**config.mk**
```make
export PLATFORM = sky130hd
export DESIGN_NAME = aff_clip
export DESIGN_NICKNAME = d
export VERILOG_FILES = /design/src/rtl/aff_pkg.sv /design/src/rtl/aff_clip.sv
export SDC_FILE = /design/constraint.sdc
export NUM_CORES = 1
export LEC_CHECK = 0
export BUFFER_PORTS_ARGS = -buffer_cell sky130_fd_sc_hd__buf_2
export CAP_MARGIN = 20
export CORE_MARGIN = 1.5
export CORE_UTILIZATION = 51
export CTS_CLUSTER_DIAMETER = 40
export DETAILED_ROUTE_END_ITERATION = 12
export PLACE_DENSITY = 0.82
export SLEW_MARGIN = 20
export SYNTH_ARGS = -nofsm -noshare
export SYNTH_HDL_FRONTEND = slang
export SYNTH_SLANG_ARGS = --single-unit
```
**constraint.sdc**
```tcl
create_clock -name clock -period 5.3 [get_ports clock]
set_clock_uncertainty 0.15 [all_clocks]
set_input_delay 0.53 -clock clock [delete_from_list [all_inputs] [get_ports clock]]
set_output_delay 0.53 -clock clock [all_outputs]
set_load 0.005 [all_outputs]
```
**src/rtl/aff_pkg.sv**
```systemverilog
// Shared types and constants for the affine point transform.
package aff_pkg;

   // Default widths and fixed-point format
   localparam int COORD_WIDTH_DEF = 32;
   localparam int COEF_WIDTH_DEF  = 20;
   localparam int COEF_FRAC       = 16;
   localparam int OFFSET_HALF     = 32;

   // Configuration port
   localparam int CSR_INDEX_WIDTH = 3;
   localparam int CSR_DATA_WIDTH  = 64;

   // Register stages from input acceptance to the result register
   localparam int PIPE_DEPTH = 4;

   // Bit of the mode register that turns on measure passthrough
   localparam int MODE_MEASURE_BIT = 1;

   typedef enum logic [CSR_INDEX_WIDTH-1:0] {
      REG_ROW_X     = 3'd0,
      REG_ROW_Y     = 3'd1,
      REG_ROW_Z     = 3'd2,
      REG_PRE_XY    = 3'd3,
      REG_PRE_Z     = 3'd4,
      REG_POST_XY   = 3'd5,
      REG_POST_Z    = 3'd6,
      REG_MODE      = 3'd7
   } csr_reg_type;

   typedef enum logic [1:0] {
      MODE_XY   = 2'd0,
      MODE_XYZ  = 2'd1,
      MODE_XYZM = 2'd2
   } vertex_mode_type;

   // Stage enables for one matrix row
   typedef struct packed {
      logic mul_en;
      logic sum_en;
   } row_ctl_type;

endpackage

```
**src/rtl/aff_clip.sv**
```systemverilog
// Output stage for one coordinate: post offset, saturation or passthrough.
module aff_clip #(
   parameter int COORD_WIDTH = aff_pkg::COORD_WIDTH_DEF,
   parameter int IN_WIDTH    = aff_pkg::COORD_WIDTH_DEF + aff_pkg::COEF_WIDTH_DEF - 13
) (
   input  logic                          clock,
   input  logic                          enable,
   input  logic                          pass,
   input  logic        [COORD_WIDTH-1:0] pass_value,
   input  logic signed [IN_WIDTH-1:0]    value,
   input  logic signed [COORD_WIDTH-1:0] offset,
   output logic        [COORD_WIDTH-1:0] result,
   output logic                          sat
);

   localparam int VW = ((IN_WIDTH > COORD_WIDTH) ? IN_WIDTH : COORD_WIDTH) + 1;
   localparam int HW = VW - COORD_WIDTH + 1;

   logic signed [VW-1:0]    sum;
   logic        [HW-1:0]    sum_top;
   logic                    over;
   logic [COORD_WIDTH-1:0]  limit;
   logic [COORD_WIDTH-1:0]  result_in, result_ff;
   logic                    sat_in, sat_ff;

   assign sum     = VW'(value) + VW'(offset);

   // Out of range when the sign bit and the bits above it disagree
   assign sum_top = sum[VW-1:COORD_WIDTH-1];
   assign over    = !((&sum_top) || (~|sum_top));
   assign limit   = sum[VW-1] ? {1'b1, {(COORD_WIDTH-1){1'b0}}}
                              : {1'b0, {(COORD_WIDTH-1){1'b1}}};

   assign result_in = pass ? pass_value : (over ? limit : sum[COORD_WIDTH-1:0]);
   assign sat_in    = !pass && over;

   always_ff @(posedge clock) begin
      if (enable) begin
         result_ff <= result_in;
         sat_ff    <= sat_in;
      end
   end

   assign result = result_ff;
   assign sat    = sat_ff;

endmodule

```
==> results of run 1 <==
[stage by stage]
step	cell area [sq um]	utilization (%)
CTS	4620	64.0
floorplan	3770	-
global placement	4510	62.5
global route	4620	64.0
detailed placement	4510	62.5
finish	4620	64.0
[cells in the final DEF (no fill, tap or decap), types with 7 or more instances in the layout]
cell,netlist,routed
buf_2,11,138
a221oi_1,8,8
nand3_1,12,12
edfxtp_1,33,33
nor2_1,32,32
and3_1,7,7
o21ai_0,23,23
a21oi_1,37,37
nand2_1,48,48
xnor2_1,22,22
xor2_1,9,9
a21o_1,11,11
ha_1,39,39
nor3_1,7,7
a31oi_1,9,9
inv_1,21,21
o211ai_1,15,15
[worst max-delay path by stage]
stage,to,cells after the start,slack [ns]
2_1_floorplan,result[27],13,1.39
3_3_place_gp,result[20],13,0.73
3_5_place_dp,result[0],13,0.58
4_1_cts,result[0],13,0.84
5_1_grt,result[21],13,0.48
6_report,result[0],13,0.80
[flip-flops by register name, indices dropped and copies added, names as in the netlist]
name and flops:
result 32, sat 1
[power by group through the flow]
stage | registers [mW] | clock network (mW) | logic [mW]
6_report | 0.342 | 0.226 | 0.480
3_3_place_gp | 0.347 | 0 | 0.465
3_5_place_dp | 0.348 | 0 | 0.472
2_1_floorplan | 0.351 | 0 | 0.308
4_1_cts | 0.343 | 0.227 | 0.474
5_1_grt | 0.346 | 0.237 | 0.531
[layer usage]
| layer | wire length (microns) | share of wire, % | track usage, % | up-vias |
|---|---|---|---|---|
| li1 | - | - | - | 1948 |
| met1 | 4790 | 45 | 37.0 | 1829 |
| met2 | 4970 | 46 | 45.4 | 178 |
| met3 | 754 | 7.0 | 3.69 | 22 |
| met4 | 244 | 2.3 | 8.39 | 0 |
| met5 | 0 | 0 | 0 | - |
[cell type report]
type | instances | area (sq um) | share of cell area (%)
tap | 99 | 124 | 2.68
multi-input combinational | 369 | 2600 | 56.2
timing repair buffer | 142 | 721 | 15.6
clock inverter | 2 | 33.8 | 0.732
inverter | 21 | 78.8 | 1.71
clock buffer | 6 | 72.6 | 1.57
sequential | 33 | 991 | 21.5
[cell families (layout without fill, tap and decap cells)]
logic type | count (synthesis) | in the layout | share of synthesized area [%]
compound gates | 159 | 159 | 30.2
xor+xnor | 31 | 31 | 7.20
fa+ha+maj | 40 | 40 | 13.5
buf+inv | 44 | 171 | 5.04
flops | 33 | 33 | 26.3
mux | 2 | 2 | 0.564
simple gates | 137 | 137 | 17.2
==> flow_summary_export.csv, run 1 <==
group,metric,value,unit
place,placedCellCount,664,
min_path,hold_depth,3,
die,coreArea,7210,sq um
timing,layout_worst_path_cycle_share,85.0,%
timing,tns,0,ns
clocking,cts_buffers,5,
critical_path,critPathArrivalTime,4.44,ns
timing,relSlewSlack,42.5,%
critical_path,required,5.23,ns
min_path,hp-class,"input pin to register",
layout,final_cells,672,
clocking,clock_sinks,33,
route,firstDrtPassIters,5,
place,place.gp.congestion,0.993,
clocking,htreeDepth,2,
grt,groute.usage.overall,27.3,%
die,die_area,7920,sq um
grt,antenna_found_initial,0,
logic_synthesis,synth_edf_count,33,
logic_synthesis,seq_area_frac_synth,26.3,%
logic_synthesis,synthTopCellsByArea,"edfxtp_1, ha_1, xnor2_1",
place,hpwl,8930,microns
critical_path,slowest_stage,"o41ai_4",
timing,timing.hold.ws,0.405,ns
critical_path,cp-end-kind,"register",
place,portBuffers,138,
grt,grt_pass1_wl,16900,microns
logic_synthesis,ys_types,67,
power_and_ir_drop,pwr-share-comb,45.8,%
timing,hold_violations,0,
power_and_ir_drop,sw_frac_of_total,35.7,%
timing,period_needed,4.50,ns
layout,post_route_cells_drive_above_1_share,28.8,%
die,die_w,89.0,microns
clocking,ctsHoldBuffers,0,
logic_synthesis,avgSynthCellArea,8.46,sq um
route,post_drt_wl_per_cell,16.0,microns
route,antenna_left,0,
logic_synthesis,synth_flop_cell,"edfxtp_1",
power_and_ir_drop,p_sw,374,uW
critical_path,cp_cell_sequence,"buf_2 -> ha_1 -> fa_1 -> a21o_1 -> a221o_1 -> a41oi_1 -> a211oi_2 -> a311oi_2 -> o21ai_1 -> xnor2_1 -> o41ai_4 -> nor2_2 -> a221oi_1",
min_path,min-delay-start,"pass_value[16]",
timing,rsz0062_at_grt,"false",
layout,areaGrowthSynthToFinish,22.4,%
critical_path,slowest_delay,0.81,ns
grt,gr-total-overflow,0,
logic_synthesis,synth_most_common_cell,"nand2_1",
critical_path,critPathLaunch,"offset[0]",
clocking,clk_pin_slew_worst_paths,0.07,ns
route,drt_iter0_drc,236,
clocking,cts_resized,0,
logic_synthesis,ys_ff_latch,33,
clocking,cts_max_path_buffers,2,
timing,setup_ws,0.797,ns
timing,final_max_slew_viol_count,0,
route,num_vias,3977,
critical_path,critPathTopFamily,"compound AO/OA/AOI/OAI gates",
logic_synthesis,ys_top_cells_by_count,"nand2_1, ha_1, a21oi_1",
logic_synthesis,yosysTopAreaCellShare,26.3,%
logic_synthesis,async_flop_share,0,%
grt,grt_pass1_vias,3539,
power_and_ir_drop,clockPowerShare,21.6,%
logic_synthesis,yosys.area.top_type,"edfxtp_1",
die,pin_count,139,
logic_synthesis,ys_warn_count,0,
route,via_per_inst,5.92,
route,drc,0,
place,dp_slack,0.576,ns
die,std_cell_rows,31,
power_and_ir_drop,finalPower,1.05,mW
critical_path,cp_max_fo,13,
power_and_ir_drop,power.internal,674,uW
critical_path,critPathKind,"input pin to register",
timing,fmax,0.222,GHz
power_and_ir_drop,power_density,227,nW/um^2
run_status,status,"completed",
die,die_h,89.0,microns
power_and_ir_drop,ir_drop,0.000114,V
timing,setup_viol,0,
layout,fillers,639,
flow_run,maxCapViolations,0,
layout,diodes,0,
logic_synthesis,syn_inst,446,
min_path,min_to,"result[16]",
clocking,cts_tree,"built",
power_and_ir_drop,power_frac_seq,32.6,%
logic_synthesis,synth_nets,592,
clocking,cts-root-buf,"clkbuf_8",
critical_path,path_buf_inv,1,
timing,worst_pin_slew,0.863,ns
critical_path,cp-start-kind,"input pin",
clocking,cts_setup_buffers,0,
layout,finalNetCount,718,
grt,grt_max_degree,54,
logic_synthesis,synth.cell_area,3770,sq um
route,wl,10700,microns
power_and_ir_drop,p_leak,2.11,nW
die,start_util,52.3,%
No activity file was read; power rests on OpenSTA's default activity.
==> inputs of run 2 (changes only) <==
clock period = 4.5 ns   (was 5.3 ns; I/O delays follow)
==> run 2 against run 1 <==
Hold slack lost 0.070 ns. First-iteration DRC count shrank 0.85%. Sequential cell count is the same. Wire length grew 2.0%. Global-route usage grew 0.11 points. Combinational power grew 18%. Clock power shrank 11%. Final cell count is the same. Die area is the same.
==> flow_summary_export.csv, run 2 (synthesis gave the netlist of run 1 again) <==
group,metric,value,unit
timing,relSlewSlack,41.3,%
clocking,ctsHoldBuffers,0,
clocking,clock_sinks,33,
critical_path,required,4.42,ns
place,portBuffers,138,
layout,seqCellArea,991,sq um
place,postPlaceCellArea,4520,sq um
route,num_vias,3983,
critical_path,cp-end-kind,"register",
die,die_area,7920,sq um
min_path,hp-class,"input pin to register",
die,die_h,89.0,microns
die,coreArea,7210,sq um
die,std_cell_rows,31,
clocking,cts_setup_buffers,0,
power_and_ir_drop,pwr-share-comb,48.5,%
grt,grt_max_degree,54,
power_and_ir_drop,power.internal,735,uW
clocking,cts_max_path_buffers,2,
die,start_util,52.3,%
die,pin_count,139,
critical_path,critPathArrivalTime,4.04,ns
timing,layout_worst_path_cycle_share,91.6,%
layout,diodes,0,
route,antenna_left,0,
clocking,cts_buffers,5,
power_and_ir_drop,p_sw,437,uW
route,drt_iter0_drc,234,
place,hpwl,8930,microns
place,dp_slack,0.209,ns
timing,final_max_slew_viol_count,0,
clocking,cts_tree,"built",
critical_path,critPathKind,"input pin to register",
route,firstDrtPassIters,5,
critical_path,critPathLaunch,"offset[0]",
grt,antenna_found_initial,0,
power_and_ir_drop,power_density,255,nW/um^2
layout,fin_area,4590,sq um
clocking,htreeDepth,2,
route,via_per_inst,5.93,
layout,multi_input_area,2600,sq um
clocking,cts_resized,0,
layout,fillers,656,
clocking,cts-root-buf,"clkbuf_8",
timing,period_needed,4.12,ns
power_and_ir_drop,p_leak,2.10,nW
power_and_ir_drop,power_frac_seq,34.3,%
timing,fmax,0.243,GHz
grt,groute.usage.overall,27.4,%
power_and_ir_drop,clockPowerShare,17.2,%
timing,worst_pin_slew,0.880,ns
layout,final_cell_mix,"buf_2, nand2_1, ha_1",
layout,post_route_cells_drive_above_1_share,28.8,%
grt,grt_pass1_wl,16900,microns
route,wl,11000,microns
place,place.gp.congestion,0.952,
layout,layout_commonest_cell,"buf_2",
critical_path,cp-start-kind,"input pin",
grt,grt_pass1_vias,3565,
layout,areaGrowthSynthToFinish,21.8,%
critical_path,endpoint,"result[0]",
run_status,status,"completed",
critical_path,cp_max_fo,17,
flow_run,maxCapViolations,0,
route,drc,0,
timing,tns,0,ns
power_and_ir_drop,sw_frac_of_total,37.3,%
power_and_ir_drop,ir_drop,0.000103,V
clocking,clk_pin_slew_worst_paths,0.06,ns
layout,largest_reg_flops,32,
layout,finalNetCount,719,
timing,setup_viol,0,
die,die_w,89.0,microns
timing,hold_violations,0,
grt,gr-total-overflow,0,
route,post_drt_wl_per_cell,16.3,microns
timing,rsz0062_at_grt,"false",
layout,fin_util,63.7,%
timing,setup_ws,0.380,ns
run 2: cell count changes in the layout (fill, tap and decap cells not counted), sizes merged:
cell	delta
buf	+1
bufinv	-1
run 2: critical path, cell delays in order:
cell and delay, ns:
buf_2 0.10, ha_1 0.24, fa_1 0.42, a21o_1 0.20
a221o_1 0.36, a41oi_1 0.32, a211oi_2 0.16, a311oi_2 0.37
o21ai_1 0.13, xnor2_1 0.20, o41ai_4 0.36, buf_4 0.28
nor2_2 0.13, a221oi_1 0.33
run 2: final cells by class:
class | instances | share of cell area, %
clock buffers | 6 | 1.58
flip-flops and latches | 33 | 21.6
inverters | 21 | 1.72
multi-input cells | 369 | 56.5
well taps | 99 | 2.70
clock inverters | 1 | 0.0817
repair buffers | 143 | 15.8
run 2: power groups by stage:
stage	Combinational [mW]	Sequential (mW)	Clock, mW
after floorplan	0.363	0.413	0
after global placement	0.548	0.408	0
after detailed placement	0.556	0.408	0
after CTS	0.561	0.402	0.204
after global routing	0.625	0.405	0.215
final	0.568	0.401	0.202
run 2: metal layers:
layer,wire length [microns],GRT usage (%),vias up
li1,-,-,1950
met5,0,0,-
met2,5140,46.2,171
met4,182,7.97,0
met1,4950,36.9,1845
met3,686,3.60,17
run 2: worst min path at each step:
stage | startpoint | cells past startpoint | slack (ns) | endpoint
after floorplan | enable | 0 | 0.41 | result[0]
after global placement | pass_value[30] | 3 | 0.60 | result[30]
after detailed placement | pass_value[16] | 3 | 0.60 | result[16]
after CTS | pass_value[16] | 3 | 0.32 | result[16]
after global routing | pass_value[16] | 3 | 0.33 | result[16]
final | pass_value[16] | 3 | 0.33 | result[16]
run 2: per-stage QoR:
step	hold slack, ns	power (mW)	instances
after floorplan	0.412	0.776	446
after global placement	0.602	0.957	665
after detailed placement	0.604	0.965	665
after CTS	0.321	1.17	672
after global routing	0.325	1.25	672
final	0.335	1.17	672
==> inputs of run 3 (changes only) <==
BUFFER_PORTS_ARGS = unset   (was -buffer_cell sky130_fd_sc_hd__buf_2)
CORE_UTILIZATION = 60   (was 51)
DONT_BUFFER_PORTS = 1   (was unset)
PLACE_DENSITY = 0.76   (was 0.82)
==> run 3 against run 2 <==
Global-route usage is 1.1 points higher. Highest routed layer unchanged. Worst setup slack better by 0.23 ns. Wire length is 10% lower.
==> flow_summary_export.csv, run 3 (synthesis gave the netlist of run 1 again) <==
group,metric,value,unit
route,wl,9830,microns
grt,use_met1,41.4,%
die,pin_count,139,
critical_path,required,4.46,ns
route,num_vias,3434,
clocking,clk_pin_slew_worst_paths,0.07,ns
die,die_h,82.3,microns
grt,gr-total-overflow,0,
clocking,cts_max_path_buffers,2,
power_and_ir_drop,sw_frac_of_total,35.4,%
place,portBuffers,0,
critical_path,slowest_delay,0.56,ns
clocking,cts_resized,0,
timing,relSlewSlack,58.6,%
clocking,cts_tree,"built",
power_and_ir_drop,ir_drop,0.000236,V
timing,timing.hold.ws,0.122,ns
power_and_ir_drop,pwr-share-comb,40.1,%
timing,tns,0,ns
power_and_ir_drop,power_density,293,nW/um^2
power_and_ir_drop,power.internal,742,uW
layout,diodes,0,
place,postPlaceCellArea,3800,sq um
grt,grt_pass1_vias,2931,
die,start_util,63.0,%
grt,grt_max_degree,54,
die,coreArea,5990,sq um
layout,post_route_cells_drive_above_1_share,6.86,%
route,drt_iter0_drc,213,
timing,rsz0062_at_grt,"false",
critical_path,critPathTopFamily,"compound AO/OA/AOI/OAI gates",
power_and_ir_drop,finalPower,1.15,mW
timing,fmax,0.257,GHz
timing,worst_pin_slew,0.617,ns
clocking,ctsHoldBuffers,0,
grt,met3_usage,4.95,%
clocking,clock_sinks,33,
timing,setup_viol,0,
power_and_ir_drop,clockPowerShare,23.8,%
route,drc,0,
timing,period_needed,3.89,ns
critical_path,cp_max_fo,8,
critical_path,slowest_stage,"o41ai_4",
layout,seqCellArea,991,sq um
route,antenna_left,0,
power_and_ir_drop,p_sw,406,uW
grt,antenna_found_initial,0,
layout,final_cell_mix,"nand2_1, ha_1, a21oi_1",
critical_path,cp_cell_sequence,"ha_1 -> fa_1 -> a21o_1 -> a221o_1 -> a41oi_1 -> a211oi_2 -> a311oi_2 -> o21ai_1 -> xnor2_1 -> o41ai_4 -> nand2_2 -> o211ai_1",
die,die_w,82.3,microns
layout,multi_input_area,2600,sq um
place,place.gp.congestion,0.968,
clocking,cts_buffers,5,
clocking,cts_setup_buffers,0,
layout,largest_reg_flops,32,
grt,groute.usage.overall,28.5,%
grt,grt_pass1_wl,14700,microns
clocking,cts-root-buf,"clkbuf_8",
route,via_per_inst,6.71,
critical_path,path_buf_inv,0,
timing,layout_worst_path_cycle_share,86.5,%
critical_path,critPathArrivalTime,3.85,ns
timing,final_max_slew_viol_count,0,
layout,layout_commonest_cell,"nand2_1",
flow_run,maxCapViolations,0,
die,die_area,6770,sq um
power_and_ir_drop,p_leak,1.57,nW
route,firstDrtPassIters,5,
layout,areaGrowthSynthToFinish,3.78,%
critical_path,cp-end-kind,"register",
layout,fillers,494,
grt,grtUsageMet2,43.2,%
timing,hold_violations,0,
layout,fin_area,3920,sq um
min_path,hp-class,"input pin to register",
grt,busiest_layer,"met2",
die,std_cell_rows,28,
critical_path,cp-start-kind,"input pin",
run_status,status,"completed",
clocking,htreeDepth,2,
layout,finalNetCount,582,
critical_path,critPathKind,"input pin to register",
place,hpwl,7970,microns
route,post_drt_wl_per_cell,19.2,microns
power_and_ir_drop,power_frac_seq,36.1,%
==> run 3: cell type report <==
class                      instances  share of cell area (%)
clock buffer                       5                    1.76
clock inverter                     3                    1.05
inverter                          21                    2.01
multi-input combinational        369                    66.3
sequential                        33                    25.3
tap                               75                    2.40
timing repair buffer               6                    1.15
==> run 3: final timing paths <==
| check | startpoint | end | slack [ns] | cells past startpoint |
|---|---|---|---|---|
| max | offset[0] | result[25] | 0.61 | 12 |
| min | enable | result[1] | 0.12 | 0 |
==> run 3: power by group through the flow <==
stage / combinational (mW) / sequential (mW) / clock, mW
after global routing: 0.506 / 0.420 / 0.291
after CTS: 0.452 / 0.415 / 0.273
final: 0.461 / 0.415 / 0.273
after floorplan: 0.363 / 0.413 / 0
after detailed placement: 0.449 / 0.422 / 0
after global placement: 0.441 / 0.420 / 0
==> run 3: through the flow <==
step / worst slack [ns] / util, % / std cells
final: 0.607 / 65.4 / 512
after global routing: 0.406 / 65.4 / 512
after CTS: 0.622 / 65.4 / 512
after detailed placement: 0.370 / 63.5 / 504
after global placement: 0.457 / 63.5 / 504
after floorplan: 0.667 / - / 446
==> run 3: layer usage <==
layer / share of wire (%) / wire length (microns) / vias to the layer above
met5: 0 / 0 / -
met4: 1.2 / 114 / 0
met3: 9.8 / 958 / 12
met2: 44 / 4320 / 169
met1: 45 / 4430 / 1569
li1: - / - / 1684
